===== config.mk =====
export PLATFORM = sky130hd
export DESIGN_NAME = scored_link_selector_unit_flat
export DESIGN_NICKNAME = d
export VERILOG_FILES = /design/src/hdl/sls_pkg.sv /design/src/hdl/sls_if.sv /design/src/hdl/sls_front.sv /design/src/hdl/sls_cdiv.sv /design/src/hdl/sls_core.sv /design/src/hdl/scored_link_selector_unit.sv /design/src/flat_wrapper.sv
export SDC_FILE = /design/constraint.sdc
export NUM_CORES = 2
export LEC_CHECK = 0
export BUFFER_PORTS_ARGS = -buffer_cell sky130_fd_sc_hd__buf_2
export CAP_MARGIN = 20
export CORE_MARGIN = 3
export CORE_UTILIZATION = 46
export CTS_CLUSTER_DIAMETER = 80
export DETAILED_ROUTE_END_ITERATION = 7
export GPL_TIMING_DRIVEN = 0
export SYNTH_ARGS = -nofsm -noshare
export SYNTH_HDL_FRONTEND = slang
export SYNTH_SLANG_ARGS = --single-unit

===== constraint.sdc =====
create_clock -name clk_i -period 20.9 [get_ports clk_i]
set_input_delay 2.09 -clock clk_i [delete_from_list [all_inputs] [get_ports clk_i]]
set_output_delay 2.09 -clock clk_i [all_outputs]
set_load 0.005 [all_outputs]

===== src/hdl/sls_pkg.sv =====
package sls_pkg;

  localparam int NUM_LINKS  = 4;
  localparam int LINK_IDX_W = (NUM_LINKS > 1) ? $clog2(NUM_LINKS) : 1;

  localparam int BASE_SCORE = 10000;
  localparam int CWND_DIV   = 100;
  localparam int DELAY_DIV  = 500;
  localparam int PENALTY    = 200;
  localparam logic [15:0] FAIL_MAX = 16'hFFFF;

  // reciprocals for exact truncating division of 32-bit values
  localparam logic [31:0] RECIP_CWND  = 32'h51EB_851F; // 2^37 / 100, rounded up
  localparam logic [31:0] RECIP_DELAY = 32'h1062_4DD3; // 2^37 / 500, rounded up
  localparam int          RECIP_SHIFT = 37;

  // signed metric term, raw signed score, clamped score
  localparam int TERM_W  = 28;
  localparam int SUM_W   = 29;
  localparam int SCORE_W = 26;

  typedef enum logic [1:0] {
    KIND_UPDATE = 2'd0,
    KIND_REPORT = 2'd1,
    KIND_PICK   = 2'd2,
    KIND_NONE   = 2'd3
  } kind_e;

  typedef enum logic [1:0] {
    OC_SENT        = 2'd0,
    OC_WOULD_BLOCK = 2'd1,
    OC_CLOSED      = 2'd2,
    OC_PARTIAL     = 2'd3
  } outcome_e;

  typedef enum logic [1:0] {
    ST_IDLE,
    ST_DIV,
    ST_SCAN,
    ST_EMIT
  } core_state_e;

  typedef struct packed {
    logic [1:0]  kind;
    logic [3:0]  link;
    logic        link_up;
    logic        in_backoff;
    logic [31:0] cwnd_bytes;
    logic [31:0] rtt_us;
    logic [31:0] inflight_bytes;
    logic [15:0] timeout_count;
    logic [1:0]  outcome;
  } item_t;

  typedef struct packed {
    logic [3:0]         chosen_link;
    logic [SCORE_W-1:0] link_score;
    logic               fallback;
    logic               no_link;
    logic               last;
  } res_t;

endpackage


===== src/hdl/sls_if.sv =====
interface sls_item_if;
  import sls_pkg::*;
  logic  valid;
  logic  ready;
  item_t data;
  modport source (output valid, output data, input ready);
  modport sink (input valid, input data, output ready);
endinterface

interface sls_res_if;
  import sls_pkg::*;
  logic valid;
  logic ready;
  res_t data;
  modport source (output valid, output data, input ready);
  modport sink (input valid, input data, output ready);
endinterface


===== src/hdl/sls_front.sv =====
module sls_front (
  input  logic       clk_i,
  input  logic       rst_ni,
  sls_item_if.sink   in_if,
  sls_item_if.source q_if
);
  import sls_pkg::*;

  item_t      mem_q [2];
  logic       wr_q, rd_q;
  logic [1:0] cnt_q;
  logic       useful, push, pop;

  // classify: drop unused kinds and out-of-range links
  always_comb begin
    case (in_if.data.kind)
      KIND_PICK:   useful = 1'b1;
      KIND_UPDATE,
      KIND_REPORT: useful = ({1'b0, in_if.data.link} < 5'(NUM_LINKS));
      default:     useful = 1'b0;
    endcase
  end

  assign in_if.ready = (cnt_q != 2'd2);
  assign push        = in_if.valid && in_if.ready && useful;
  assign q_if.valid  = (cnt_q != 2'd0);
  assign q_if.data   = mem_q[rd_q];
  assign pop         = q_if.valid && q_if.ready;

  // two-entry queue toward the back end
  always_ff @(posedge clk_i or negedge rst_ni) begin
    if (!rst_ni) begin
      wr_q  <= 1'b0;
      rd_q  <= 1'b0;
      cnt_q <= 2'd0;
    end else begin
      if (push) wr_q <= ~wr_q;
      if (pop)  rd_q <= ~rd_q;
      cnt_q <= cnt_q + 2'(push) - 2'(pop);
    end
  end

  always_ff @(posedge clk_i) begin
    if (push) mem_q[wr_q] <= in_if.data;
  end

endmodule


===== src/hdl/sls_cdiv.sv =====
module sls_cdiv (
  input  logic        clk_i,
  input  logic        rst_ni,
  input  logic        start_i,
  input  logic [31:0] cwnd_i,
  input  logic [31:0] rtt_i,
  input  logic [31:0] infl_i,
  output logic        done_o,
  output logic [25:0] q_cwnd_o,
  output logic [23:0] q_rtt_o,
  output logic [23:0] q_infl_o
);
  import sls_pkg::*;

  logic [31:0] a_q, b_q, c_q;
  logic [25:0] qa_q;
  logic [23:0] qb_q, qc_q;
  logic [1:0]  step_q;
  logic        busy_q, done_q;
  logic [31:0] op, recip;
  logic [63:0] prod;

  // one operand per step through the shared reciprocal multiplier
  always_comb begin
    case (step_q)
      2'd0: begin
        op    = a_q;
        recip = RECIP_CWND;
      end
      2'd1: begin
        op    = b_q;
        recip = RECIP_DELAY;
      end
      default: begin
        op    = c_q;
        recip = RECIP_DELAY;
      end
    endcase
  end

  assign prod = {32'b0, op} * {32'b0, recip};

  // control: three multiply steps per start
  always_ff @(posedge clk_i or negedge rst_ni) begin
    if (!rst_ni) begin
      busy_q <= 1'b0;
      done_q <= 1'b0;
      step_q <= '0;
    end else begin
      done_q <= 1'b0;
      if (start_i) begin
        busy_q <= 1'b1;
        step_q <= '0;
      end else if (busy_q) begin
        step_q <= step_q + 2'd1;
        if (step_q == 2'd2) begin
          busy_q <= 1'b0;
          done_q <= 1'b1;
        end
      end
    end
  end

  // operands and quotients
  always_ff @(posedge clk_i) begin
    if (start_i) begin
      a_q <= cwnd_i;
      b_q <= rtt_i;
      c_q <= infl_i;
    end else if (busy_q) begin
      case (step_q)
        2'd0:    qa_q <= prod[RECIP_SHIFT+25:RECIP_SHIFT];
        2'd1:    qb_q <= prod[RECIP_SHIFT+23:RECIP_SHIFT];
        default: qc_q <= prod[RECIP_SHIFT+23:RECIP_SHIFT];
      endcase
    end
  end

  assign done_o   = done_q;
  assign q_cwnd_o = qa_q;
  assign q_rtt_o  = qb_q;
  assign q_infl_o = qc_q;

endmodule


===== src/hdl/sls_core.sv =====
module sls_core (
  input  logic        clk_i,
  input  logic        rst_ni,
  sls_item_if.sink    cmd_if,
  sls_res_if.source   res_if
);
  import sls_pkg::*;

  localparam int N = NUM_LINKS;
  localparam int IW = LINK_IDX_W;

  core_state_e state_q, state_d;

  logic                     up_q   [N];
  logic                     bo_q   [N];
  logic signed [TERM_W-1:0] term_q [N];
  logic [15:0]              fail_q [N];
  logic [N-1:0]             emitted_q;
  logic [IW-1:0]            rot_q, j_q, best_idx_q, upd_link_q;
  logic                     found_q, upd_up_q, upd_bo_q;
  logic [15:0]              upd_to_q;
  logic [SCORE_W-1:0]       best_q;
  res_t                     res_q, res_d;
  logic                     out_vld_q;

  logic [N-1:0]             elig, cand, best_mask, remain;
  logic                     any_elig, out_free, load, accept, div_done, start_div;
  logic [IW:0]              xsum;
  logic [IW-1:0]            x;
  logic [23:0]              pen;
  logic signed [SUM_W-1:0]  raw;
  logic [SCORE_W-1:0]       sc;
  logic [25:0]              q_cwnd;
  logic [23:0]              q_rtt, q_infl;
  logic signed [TERM_W-1:0] new_term;
  logic [IW-1:0]            cmd_idx;

  sls_cdiv u_cdiv (
    .clk_i    (clk_i),
    .rst_ni   (rst_ni),
    .start_i  (start_div),
    .cwnd_i   (cmd_if.data.cwnd_bytes),
    .rtt_i    (cmd_if.data.rtt_us),
    .infl_i   (cmd_if.data.inflight_bytes),
    .done_o   (div_done),
    .q_cwnd_o (q_cwnd),
    .q_rtt_o  (q_rtt),
    .q_infl_o (q_infl)
  );

  // candidate masks
  always_comb begin
    for (int i = 0; i < N; i++) begin
      elig[i] = up_q[i] && !bo_q[i];
    end
    any_elig = |elig;
    for (int i = 0; i < N; i++) begin
      cand[i]      = any_elig ? elig[i] : up_q[i];
      best_mask[i] = (IW'(i) == best_idx_q);
    end
    remain = cand & ~emitted_q & ~best_mask;
  end

  // link under scan in rotation order, and its score
  assign xsum = {1'b0, rot_q} + {1'b0, j_q};
  assign x    = (xsum >= (IW+1)'(N)) ? IW'(xsum - (IW+1)'(N)) : xsum[IW-1:0];
  assign pen  = 24'(fail_q[x]) * 24'(PENALTY);
  assign raw  = SUM_W'(BASE_SCORE) + SUM_W'(term_q[x]) - $signed({5'b0, pen});
  assign sc   = (!any_elig || raw[SUM_W-1]) ? '0 : SCORE_W'(raw);

  // metric term from the divider quotients
  assign new_term = $signed({2'b0, q_cwnd}) - $signed({4'b0, q_rtt})
                  - $signed({4'b0, q_infl})
                  - $signed({4'b0, 24'(upd_to_q) * 24'(PENALTY)});

  assign cmd_idx  = cmd_if.data.link[IW-1:0];
  assign out_free = !out_vld_q || res_if.ready;
  assign cmd_if.ready = (state_q == ST_IDLE);
  assign accept    = cmd_if.valid && cmd_if.ready;
  assign start_div = accept && (cmd_if.data.kind == KIND_UPDATE);

  // next state and result
  always_comb begin
    state_d = state_q;
    load    = 1'b0;
    res_d   = '0;
    case (state_q)
      ST_IDLE: begin
        if (accept) begin
          case (cmd_if.data.kind)
            KIND_UPDATE: state_d = ST_DIV;
            KIND_PICK:   state_d = ST_SCAN;
            default:     state_d = ST_IDLE;
          endcase
        end
      end
      ST_DIV: if (div_done) state_d = ST_IDLE;
      ST_SCAN: if (j_q == IW'(N - 1)) state_d = ST_EMIT;
      ST_EMIT: begin
        if (out_free) begin
          load = 1'b1;
          if (found_q) begin
            res_d.chosen_link = 4'(best_idx_q);
            res_d.link_score  = best_q;
            res_d.fallback    = !any_elig;
            res_d.last        = (remain == '0);
          end else begin
            res_d.no_link = 1'b1;
            res_d.last    = 1'b1;
          end
          state_d = res_d.last ? ST_IDLE : ST_SCAN;
        end
      end
      default: state_d = ST_IDLE;
    endcase
  end

  always_ff @(posedge clk_i or negedge rst_ni) begin
    if (!rst_ni) begin
      state_q <= ST_IDLE;
    end else begin
      state_q <= state_d;
    end
  end

  // link state, scan bookkeeping, output register
  always_ff @(posedge clk_i or negedge rst_ni) begin
    if (!rst_ni) begin
      for (int i = 0; i < N; i++) begin
        up_q[i]   <= 1'b0;
        bo_q[i]   <= 1'b0;
        term_q[i] <= '0;
        fail_q[i] <= '0;
      end
      emitted_q <= '0;
      rot_q     <= '0;
      j_q       <= '0;
      found_q   <= 1'b0;
      out_vld_q <= 1'b0;
    end else begin
      if (accept && cmd_if.data.kind == KIND_REPORT) begin
        case (outcome_e'(cmd_if.data.outcome))
          OC_SENT: fail_q[cmd_idx] <= '0;
          OC_WOULD_BLOCK: begin
            if (fail_q[cmd_idx] != FAIL_MAX) fail_q[cmd_idx] <= fail_q[cmd_idx] + 16'd1;
          end
          OC_CLOSED, OC_PARTIAL: begin
            if (fail_q[cmd_idx] != FAIL_MAX) fail_q[cmd_idx] <= fail_q[cmd_idx] + 16'd1;
            up_q[cmd_idx] <= 1'b0;
          end
          default: ;
        endcase
      end
      if (accept && cmd_if.data.kind == KIND_PICK) begin
        emitted_q <= '0;
        j_q       <= '0;
        found_q   <= 1'b0;
      end
      if (state_q == ST_DIV && div_done) begin
        up_q[upd_link_q]   <= upd_up_q;
        bo_q[upd_link_q]   <= upd_bo_q;
        term_q[upd_link_q] <= new_term;
      end
      if (state_q == ST_SCAN) begin
        j_q <= (j_q == IW'(N - 1)) ? '0 : j_q + IW'(1);
        if (cand[x] && !emitted_q[x] && (!found_q || sc > best_q)) begin
          found_q <= 1'b1;
        end
      end
      if (load) begin
        emitted_q <= emitted_q | best_mask;
        found_q   <= 1'b0;
        j_q       <= '0;
        if (res_d.last) rot_q <= (rot_q == IW'(N - 1)) ? '0 : rot_q + IW'(1);
      end
      if (load)              out_vld_q <= 1'b1;
      else if (res_if.ready) out_vld_q <= 1'b0;
    end
  end

  // payload registers
  always_ff @(posedge clk_i) begin
    if (start_div) begin
      upd_link_q <= cmd_idx;
      upd_up_q   <= cmd_if.data.link_up;
      upd_bo_q   <= cmd_if.data.in_backoff;
      upd_to_q   <= cmd_if.data.timeout_count;
    end
    if (state_q == ST_SCAN && cand[x] && !emitted_q[x] && (!found_q || sc > best_q)) begin
      best_idx_q <= x;
      best_q     <= sc;
    end
    if (load) res_q <= res_d;
  end

  assign res_if.valid = out_vld_q;
  assign res_if.data  = res_q;

  a_div_in_div: assert property (@(posedge clk_i) disable iff (!rst_ni)
    div_done |-> state_q == ST_DIV)
    else $error("divider finished outside update");

  a_no_repeat: assert property (@(posedge clk_i) disable iff (!rst_ni)
    (load && found_q) |-> !emitted_q[best_idx_q])
    else $error("link offered twice in one pick");

  a_rot_adv: assert property (@(posedge clk_i) disable iff (!rst_ni)
    (load && res_d.last) |=> (rot_q != $past(rot_q)) || (N == 1))
    else $error("rotation did not advance after pick");

  a_load_free: assert property (@(posedge clk_i) disable iff (!rst_ni)
    load |-> (!out_vld_q || res_if.ready))
    else $error("result overwritten before transfer");

endmodule


===== src/hdl/scored_link_selector_unit.sv =====
// Scored link selector.
// in_if carries items: metric updates, send outcome reports and pick
// requests. Updates and reports produce no result; items of the unused
// kind, and updates or reports naming a link past the link count, are
// dropped at the front. out_if carries the ranked links of a pick, one
// transfer per link, the final one with last set. With no connected link
// a single transfer with no_link set is given.
// A two-entry queue sits between the front and the execution core, so
// input transfers keep flowing while the core is busy until the queue fills.
// In the core a report is applied when it is accepted; an update waits
// for the shared reciprocal multiplier that turns the window, rtt and
// inflight metrics into the metric term, one per cycle; a pick is
// accepted, then each result takes a scan over every link in rotation
// order and an emit step.
// A stalled receiver holds the output register, the core waits in its emit
// step, and once the queue is full in_if.ready drops.
// Reset marks all links down, clears metrics, failure counts and the
// rotation start, and empties the queue.
module scored_link_selector_unit (
  input  logic      clk_i,
  input  logic      rst_ni,
  sls_item_if.sink  in_if,
  sls_res_if.source out_if
);
  import sls_pkg::*;

  sls_item_if q_if ();

  sls_front u_front (
    .clk_i  (clk_i),
    .rst_ni (rst_ni),
    .in_if  (in_if),
    .q_if   (q_if.source)
  );

  sls_core u_core (
    .clk_i  (clk_i),
    .rst_ni (rst_ni),
    .cmd_if (q_if.sink),
    .res_if (out_if)
  );

endmodule


===== src/flat_wrapper.sv =====
// flat-port wrapper written by rule: the top's interface ports become plain ports
module scored_link_selector_unit_flat import sls_pkg::*;
  (clk_i, rst_ni, in_if_valid, in_if_data, in_if_ready, out_if_valid, out_if_data, out_if_ready);
  sls_item_if in_if_i ();
  sls_res_if out_if_i ();
  input  logic clk_i;
  input  logic rst_ni;
  input wire logic [$bits(in_if_i.valid)-1:0] in_if_valid;
  input wire logic [$bits(in_if_i.data)-1:0] in_if_data;
  output wire logic [$bits(in_if_i.ready)-1:0] in_if_ready;
  output wire logic [$bits(out_if_i.valid)-1:0] out_if_valid;
  output wire logic [$bits(out_if_i.data)-1:0] out_if_data;
  input wire logic [$bits(out_if_i.ready)-1:0] out_if_ready;
  assign in_if_i.valid = in_if_valid;
  assign in_if_i.data = in_if_data;
  assign in_if_ready = in_if_i.ready;
  assign out_if_valid = out_if_i.valid;
  assign out_if_data = out_if_i.data;
  assign out_if_i.ready = out_if_ready;
  scored_link_selector_unit u_core (.clk_i(clk_i), .rst_ni(rst_ni), .in_if(in_if_i), .out_if(out_if_i));
endmodule

Word-level counts from Yosys, hierarchy flattened

Memories as Yosys holds them, arrays and structs flattened.
Cells that the tools add are included.

ROM bits: 0
Memory bits (writable): 244
Memories: 1
Output and inout bits: 35
Latch bits: 0
Word-level logic and storage cells: 243
Register bits after elaboration: 455
Input bits: 126

Memories:

| name                 | words | bits a word | rd ports | clocked after memory_dff | write ports | RTL line       | RTL |
|---|---|---|---|---|---|---|---|
| u_core.u_front.mem_q | 2     | 122         | 1        | 0                        | 1           | sls_front.sv:9 | `item_t mem_q [2];` |

$mul: 3
Magnitude comparators: 9
Equal/unequal tests: 24
Reduce and logical (&&, ||, !) cells: 54
Bitwise operators: 16
Shift-type cells: 0
Div/mod/pow operators: 0
Add/sub/neg operators: 13
Mux-type cells: 77

Operators by type and width:

| kind                     | count |
|---|---|
| $pmux W64 S2             | 1 |
| $bwmux W112              | 1 |
| $mux W28                 | 3 |
| $mux W16                 | 5 |
| $and A64 B64 Y64         | 1 |
| $bmux W16 S2             | 2 |
| $bwmux W64               | 1 |
| $mux W64                 | 1 |
| $not A64 Y64             | 1 |
| $pmux W32 S2             | 1 |
| $mul A32 B31 Y63         | 1 |
| $bmux W28 S2             | 1 |
| $demux W28 S2            | 1 |
| $mul A16 B5 Y21 const B  | 2 |
| $demux W16 S2            | 1 |
| $mux W31                 | 1 |
| $mux W1                  | 30 |
| $add A15 B28 Y29 const A | 1 |
| $sub A29 B25 Y29         | 1 |
| $sub A27 B25 Y28         | 1 |
| $sub A28 B25 Y28         | 1 |
| $sub A26 B24 Y27         | 1 |
| $gt A26 B26 Y1           | 1 |
| $mux W2                  | 13 |
| 43 further kinds         | 123 |

Depth between registers and ports, before layout

Depth in word-level cells: 17
Mapped depth: 45
Mapped depth without buffers: 41

Hierarchy

From an unflattened synthesis, not the netlist that was laid out.

Cell total of the unflattened synthesis: 5174
Area total of the unflattened synthesis: 58090.7 um^2

Modules (own cells, without submodules):

| module    | times used | cells each | area an instance (um^2) | sequential area each (um^2) |
|---|---|---|---|---|
| sls_cdiv  | 1          | 2683       | 28093.2                 | 5205.0 |
| sls_core  | 1          | 2091       | 20686.1                 | 7277.0 |
| sls_front | 1          | 400        | 9311.4                  | 7427.1 |

Least setup slack after synthesis

OpenSTA, ideal clock, no wires.

Path kind: reg2reg
Start point: reg u_core.u_core.rot_q[0]
End point: reg u_core.u_core.best_idx_q[0], enable pin
Data required time: 20.452 ns
Slack: 9.623 ns
Library setup time: 0.448 ns
Buffers on the path: 5
Arrival: 10.829 ns
Clock period less this slack: 11.277 ns
Stages on the path, launching flop included: 45
Path through: dfrtp_1 > ha_1 > clkbuf_1 > buf_1 > buf_1 > mux4_2 > ha_1 > ha_1 > ha_1 > xor2_1 > ha_1 > nor2b_1 > o21ai_0 > a21boi_0 > o21ai_0 > a21oi_1 > a21oi_1 > xor2_1 > (+9 left out) > a21o_1 > a21oi_1 > o21ai_1 > o211ai_1 > clkbuf_1 > nor2_1 > ha_1 > nor2b_1 > o21a_1 > o21a_1 > o21ai_0 > a21boi_0 > o21ai_0 > a211oi_1 > o21ai_0 > o211ai_1 > a21oi_1 > nor3_1

Word-level cells in the longest chain between the ends: 14
Elaborated cells on any way between the ends: 26
Classes of those cells: 4 x add/sub; 1 x mul; 2 x order compare; 12 x mux; 1 x bitwise; 6 x reduce/logical

RTL lines:

| element                                                                  | RTL line                       | RTL |
|---|---|---|
| start, declared                                                          | sls_core.sv:19                 | `logic [IW-1:0] rot_q, j_q, best_idx_q, upd_link_q;` |
| start signal, assigned                                                   | sls_core.sv:174                | `if (res_d.last) rot_q <= (rot_q == IW'(N - 1)) ? '0 : rot_q + IW'(1);` |
| $add A2 B2 Y3 (*)                                                        | sls_core.sv:65                 | `assign xsum = {1'b0, rot_q} + {1'b0, j_q};` |
| $ge A3 B3 Y1 or $sub A2 B1 Y2 (tied branches)                            | sls_core.sv:66                 | `assign x = (xsum >= (IW+1)'(N)) ? IW'(xsum - (IW+1)'(N)) : xsum[IW-1:0];` |
| $mux W2 (*)                                                              | sls_core.sv:66                 |  |
| named net u_core.u_core.x[0]                                             | sls_core.sv:29                 | `logic [IW-1:0] x;` |
| $not A2 Y3 (not written as such) (*)                                     | sls_core.sv:67, sls_core.sv:68 |  |
| $bmux W16 S2 or $bmux W28 S2 (tied branches)                             | sls_core.sv:67, sls_core.sv:68 |  |
| $mux W16 (not written as such) or $mux W28 (tied branches) (2 in series) | sls_core.sv:67, sls_core.sv:68 |  |
| $mul A16 B5 Y21 or $add A15 B28 Y29 (tied branches)                      | sls_core.sv:67, sls_core.sv:68 |  |
| $sub A29 B25 Y29 (*)                                                     | sls_core.sv:68                 | `assign raw = SUM_W'(BASE_SCORE) + SUM_W'(term_q[x]) - $signed({5'b0, pen});` |
| $logic_or A1 B1 Y1                                                       | sls_core.sv:69                 | `assign sc = (!any_elig \|\| raw[SUM_W-1]) ? '0 : SCORE_W'(raw);` |
| $mux W26 (*)                                                             | sls_core.sv:69                 |  |
| named net u_core.u_core.sc[1]                                            | sls_core.sv:32                 | `logic [SCORE_W-1:0] sc;` |
| $gt A26 B26 Y1 (*)                                                       | sls_core.sv:189                | `if (state_q == ST_SCAN && cand[x] && !emitted_q[x] && (!found_q \|\| sc > best_q)) begin` |
| $logic_or A1 B1 Y1 (*)                                                   | sls_core.sv:189                |  |
| $logic_and A1 B1 Y1 (*)                                                  | sls_core.sv:189                |  |
| end signal, assigned                                                     | sls_core.sv:190                | `best_idx_q <= x;` |
| end, declared                                                            | sls_core.sv:19                 |  |

The timed path passes the listed nets; every way through them passes the cells marked *. The select of a mux whose other input is x is not followed.
A chain may end at the register's enable or synchronous reset.

Final worst setup path

Start point: reg u_core.u_core.u_cdiv.step_q[0]
End point: reg u_core.u_core.u_cdiv.qc_q[17] (netlist: u_core.u_core.u_cdiv.q_infl_o[17]), data pin

Word-level cells in the longest chain between the ends: 3
Elaborated cells on any way between the ends: 5
Classes of those cells: 1 x mul; 1 x eq/ne; 2 x mux; 1 x reduce/logical

RTL lines:

| element                                          | RTL line       | RTL |
|---|---|---|
| start, declared                                  | sls_cdiv.sv:18 | `logic [1:0] step_q;` |
| start signal, assigned                           | sls_cdiv.sv:55 | `step_q <= step_q + 2'd1;` |
| $eq A2 B1 Y1 or $logic_not A2 Y1 (tied branches) | sls_cdiv.sv:25 | `case (step_q)` |
| $pmux W32 S2 or $mux W31 (tied branches)         | sls_cdiv.sv:25 |  |
| $mul A32 B31 Y63 (*)                             | sls_cdiv.sv:41 | `assign prod = {32'b0, op} * {32'b0, recip};` |
| named net u_core.u_core.u_cdiv.prod[54]          | sls_cdiv.sv:21 | `logic [63:0] prod;` |
| end signal, assigned                             | sls_cdiv.sv:74 | `default: qc_q <= prod[RECIP_SHIFT+23:RECIP_SHIFT];` |
| end, declared                                    | sls_cdiv.sv:17 | `logic [23:0] qb_q, qc_q;` |

The timed path passes the listed nets; every way through them passes the cells marked *.

==> run summary <==
Clock Skews -> 35.9 ps
Root buffer cell -> clkbuf_16
Hold Violations, Final -> 0
Synth top area share -> 0.262
Setup WS post-layout -> 8890 ps
Initial DRT Pass Iterations -> 6
Clock Latency Late Sink -> 680 ps
Yosys warnings -> 0
Ports -> 161
Post-synth ARST share -> 0.294
Tot GR Track Use -> 0.220
Non-Filler Instances -> 6,674
GRT Residual Overflow -> 0
Final period utilization -> 0.574
Seq/Total Area, Yosys -> 0.353
Compound-Gate Fraction of Synth Area -> 0.0636
Commonest non-fill, non-tap cell in the layout -> inv_1
Post-synthesis cell type count -> 83
Slack of the worst reg-to-reg path -> 8890 ps
Routed Antenna Nets -> 0
CP max stage delay -> 790 ps
Required time of the worst setup path -> 21,300 ps
Final Critical Period -> 12,010 ps
H-tree levels -> 3
Final core utilization -> 0.515
Routed len/inst -> 20.3 µm
XOR/XNOR Fraction of Synth Area -> 0.0226
Core area -> 0.120 mm²
Global placer's final weighted congestion -> 0.924
Area Growth Syn to Fin -> 10.6%
# hold bufs at CTS -> 0
Main combinational cell family by area after synthesis -> adder cells
Worst-Margin Slew -> 1180 ps
Synth Area in Adders -> 0.358
Number of max-cap violations -> 0
Top layer in use -> met5
Initial antenna violation count -> 5
Setup TNS Final -> 0 ps
DR DRC count -> 0
Setup crit end kind -> register
Synthesis-stage register bit count -> 693
Vias in the first global route -> 36,400
Std cell rows -> 127
Largest net degree at the start of global routing -> 114
Pre-CTS setup slack -> 8880 ps
Status -> finished, final reports clean
Total CTS buffers -> 78
Post-CTS Resized -> 0
Post-Route WL -> 135,000 µm
Synth area leaders -> edfxtp_1 (26%), fa_1 (20%), ha_1 (16%)
Final setup fails -> 0
Metal2 WL -> 63,300 µm
Initial Util -> 0.465
Synth Instances -> 4,706
First-pass GRT wire length -> 210,000 µm
Clk sink count -> 693
Number of DRC markers in iteration 0 -> 2,015
Ys flop type -> edfxtp_1
Avg Inst Size Synth -> 11.9 µm²
CTS tree -> done
DR vias/cell -> 5.17
Clk buf depth -> 3
Number of max-slew violations in the final report -> 0
Post-CTS Setup Bufs -> 0
Fraction of layout cells with a size suffix above 1 -> 0.127
RSZ-0062 raised after global routing -> false
Slowest CP cell -> clkbuf_1
Vias after detailed routing -> 34,500
Setup CP Type -> reg2reg
Worst-path clk slew -> 60 ps
Routed length on met1 -> 59,800 µm
Crit path launch type -> register
Mapped Area -> 0.0561 mm²
Placed cell count -> 6,531
Die width -> 355 µm
Worst slew margin -> 0.212
Area leader, netlist -> edfxtp_1
Worst-path fanout max -> 10
Multiplexer area fraction after synthesis -> 0.0743
Metal3 WL -> 6980 µm
Max Freq -> 83.3 MHz
Worst endpoint data arrival time -> 12,410 ps
Die area -> 0.126 mm²
Number of synthesized flops with an enable pin -> 489
Post-Synth Simple-Gate Area -> 0.0454
Port buffer count -> 158
Nets -> 6,394
Die H -> 355 µm
Commonest non-fill, non-tap cells in the layout -> inv_1 (1,119), ha_1 (709), fa_1 (559)
DP HPWL -> 112,000 µm
Hold crit path type -> reg2reg
==> layout make-up <==
| cell class | count | area (µm²) |
|---|---|---|
| tap | 1612 | 2020 |
| clock buffer | 105 | 2140 |
| clock inverter | 36 | 359 |
| sequential | 693 | 19800 |
| antenna | 1 | 2.50 |
| timing repair buffer | 184 | 1260 |
| multi-input combinational | 2829 | 31800 |
| fill | 10800 | 58500 |
| buffer | 93 | 442 |
| inverter | 1121 | 4210 |
==> synthesized netlist by cell type, drive strengths merged, types with 12 or more instances <==
master  number
nand4       19
xnor2       89
buf         29
a211oi      17
clkbuf      64
a21o        72
a22o        74
mux4        66
and2        12
nand3       35
a21oi      154
nand2      140
nor2       195
nor3        56
xor2        53
nor2b       23
mux2i       14
fa         559
and3        16
ha         709
dfrtp      204
or2         14
mux2       224
nand2b      17
o21a        23
inv       1121
edfxtp     489
o21ai       93
==> worst max-delay path: cells and delay by family, from the launching register on <==
family / cells / cell delay, ps
adders and majority gates: 10 / 4640
buffers and inverters: 11 / 2670
AOI/OAI and AO/OA: 7 / 2400
and+or+nand+nor: 5 / 1560
DFF: 1 / 410
==> cells by family (layout without fill, tap and decap cells) <==
family	Yosys count	after routing
compound gates	531	531
xor+xnor	143	143
fa+ha+maj	1268	1268
buf+inv	1214	1539
flops	693	693
mux	304	304
other cells	2	33
simple gates	551	551
==> metrics by stage <==
step,hold WS [ps],instance area (µm²)
after CTS,482,62000
after floorplan,445,56200
after global placement,459,59000
final,479,62000
after global routing,516,62000
after detailed placement,469,59500
==> flip-flops by register name, summed over array words and instances, names as in the netlist, 4 cells and up <==
signal	cells
u_core.u_front.mem_q	240
u_core.u_core.term_q	112
u_core.u_core.fail_q	64
u_core.u_core.u_cdiv.a_q	32
u_core.u_core.u_cdiv.b_q	32
u_core.u_core.u_cdiv.c_q	32
u_core.u_core.res_if.data	31
u_core.u_core.best_q	26
u_core.u_core.u_cdiv.q_cwnd_o	26
u_core.u_core.u_cdiv.q_infl_o	24
u_core.u_core.u_cdiv.q_rtt_o	24
u_core.u_core.upd_to_q	16
u_core.u_core.bo_q	4
u_core.u_core.emitted_q	4
u_core.u_core.up_q	4
==> routing by layer <==
metal  GRT usage  vias up
met5           0        -
met4      0.0798        6
met3      0.0359      232
met2       0.359      835
met1       0.298    17200
li1            -    16200
==> final timing paths <==
kind / end / from / depth (start not counted)
setup / recovery: u_core.u_core.u_cdiv.q_infl_o[17]$_DFFE_PP_ / u_core.u_core.u_cdiv.step_q[0]$_DFFE_PN0P_ / 33
hold / removal: u_core.u_core.term_q[52]$_DFFE_PN0P_ / u_core.u_core.term_q[52]$_DFFE_PN0P_ / 2
setup reg to reg: u_core.u_core.u_cdiv.q_infl_o[17]$_DFFE_PP_ / u_core.u_core.u_cdiv.step_q[0]$_DFFE_PN0P_ / 33
hold reg to reg: u_core.u_core.term_q[52]$_DFFE_PN0P_ / u_core.u_core.term_q[52]$_DFFE_PN0P_ / 2
max in group asynchronous: u_core.u_core.fail_q[58]$_DFFE_PN0P_ / rst_ni / 3
min in group asynchronous: u_core.u_core.term_q[53]$_DFFE_PN0P_ / rst_ni / 1
Power is not shown: default switching activity piles up to over one toggle a cycle in this logic, so the estimate is an artifact.
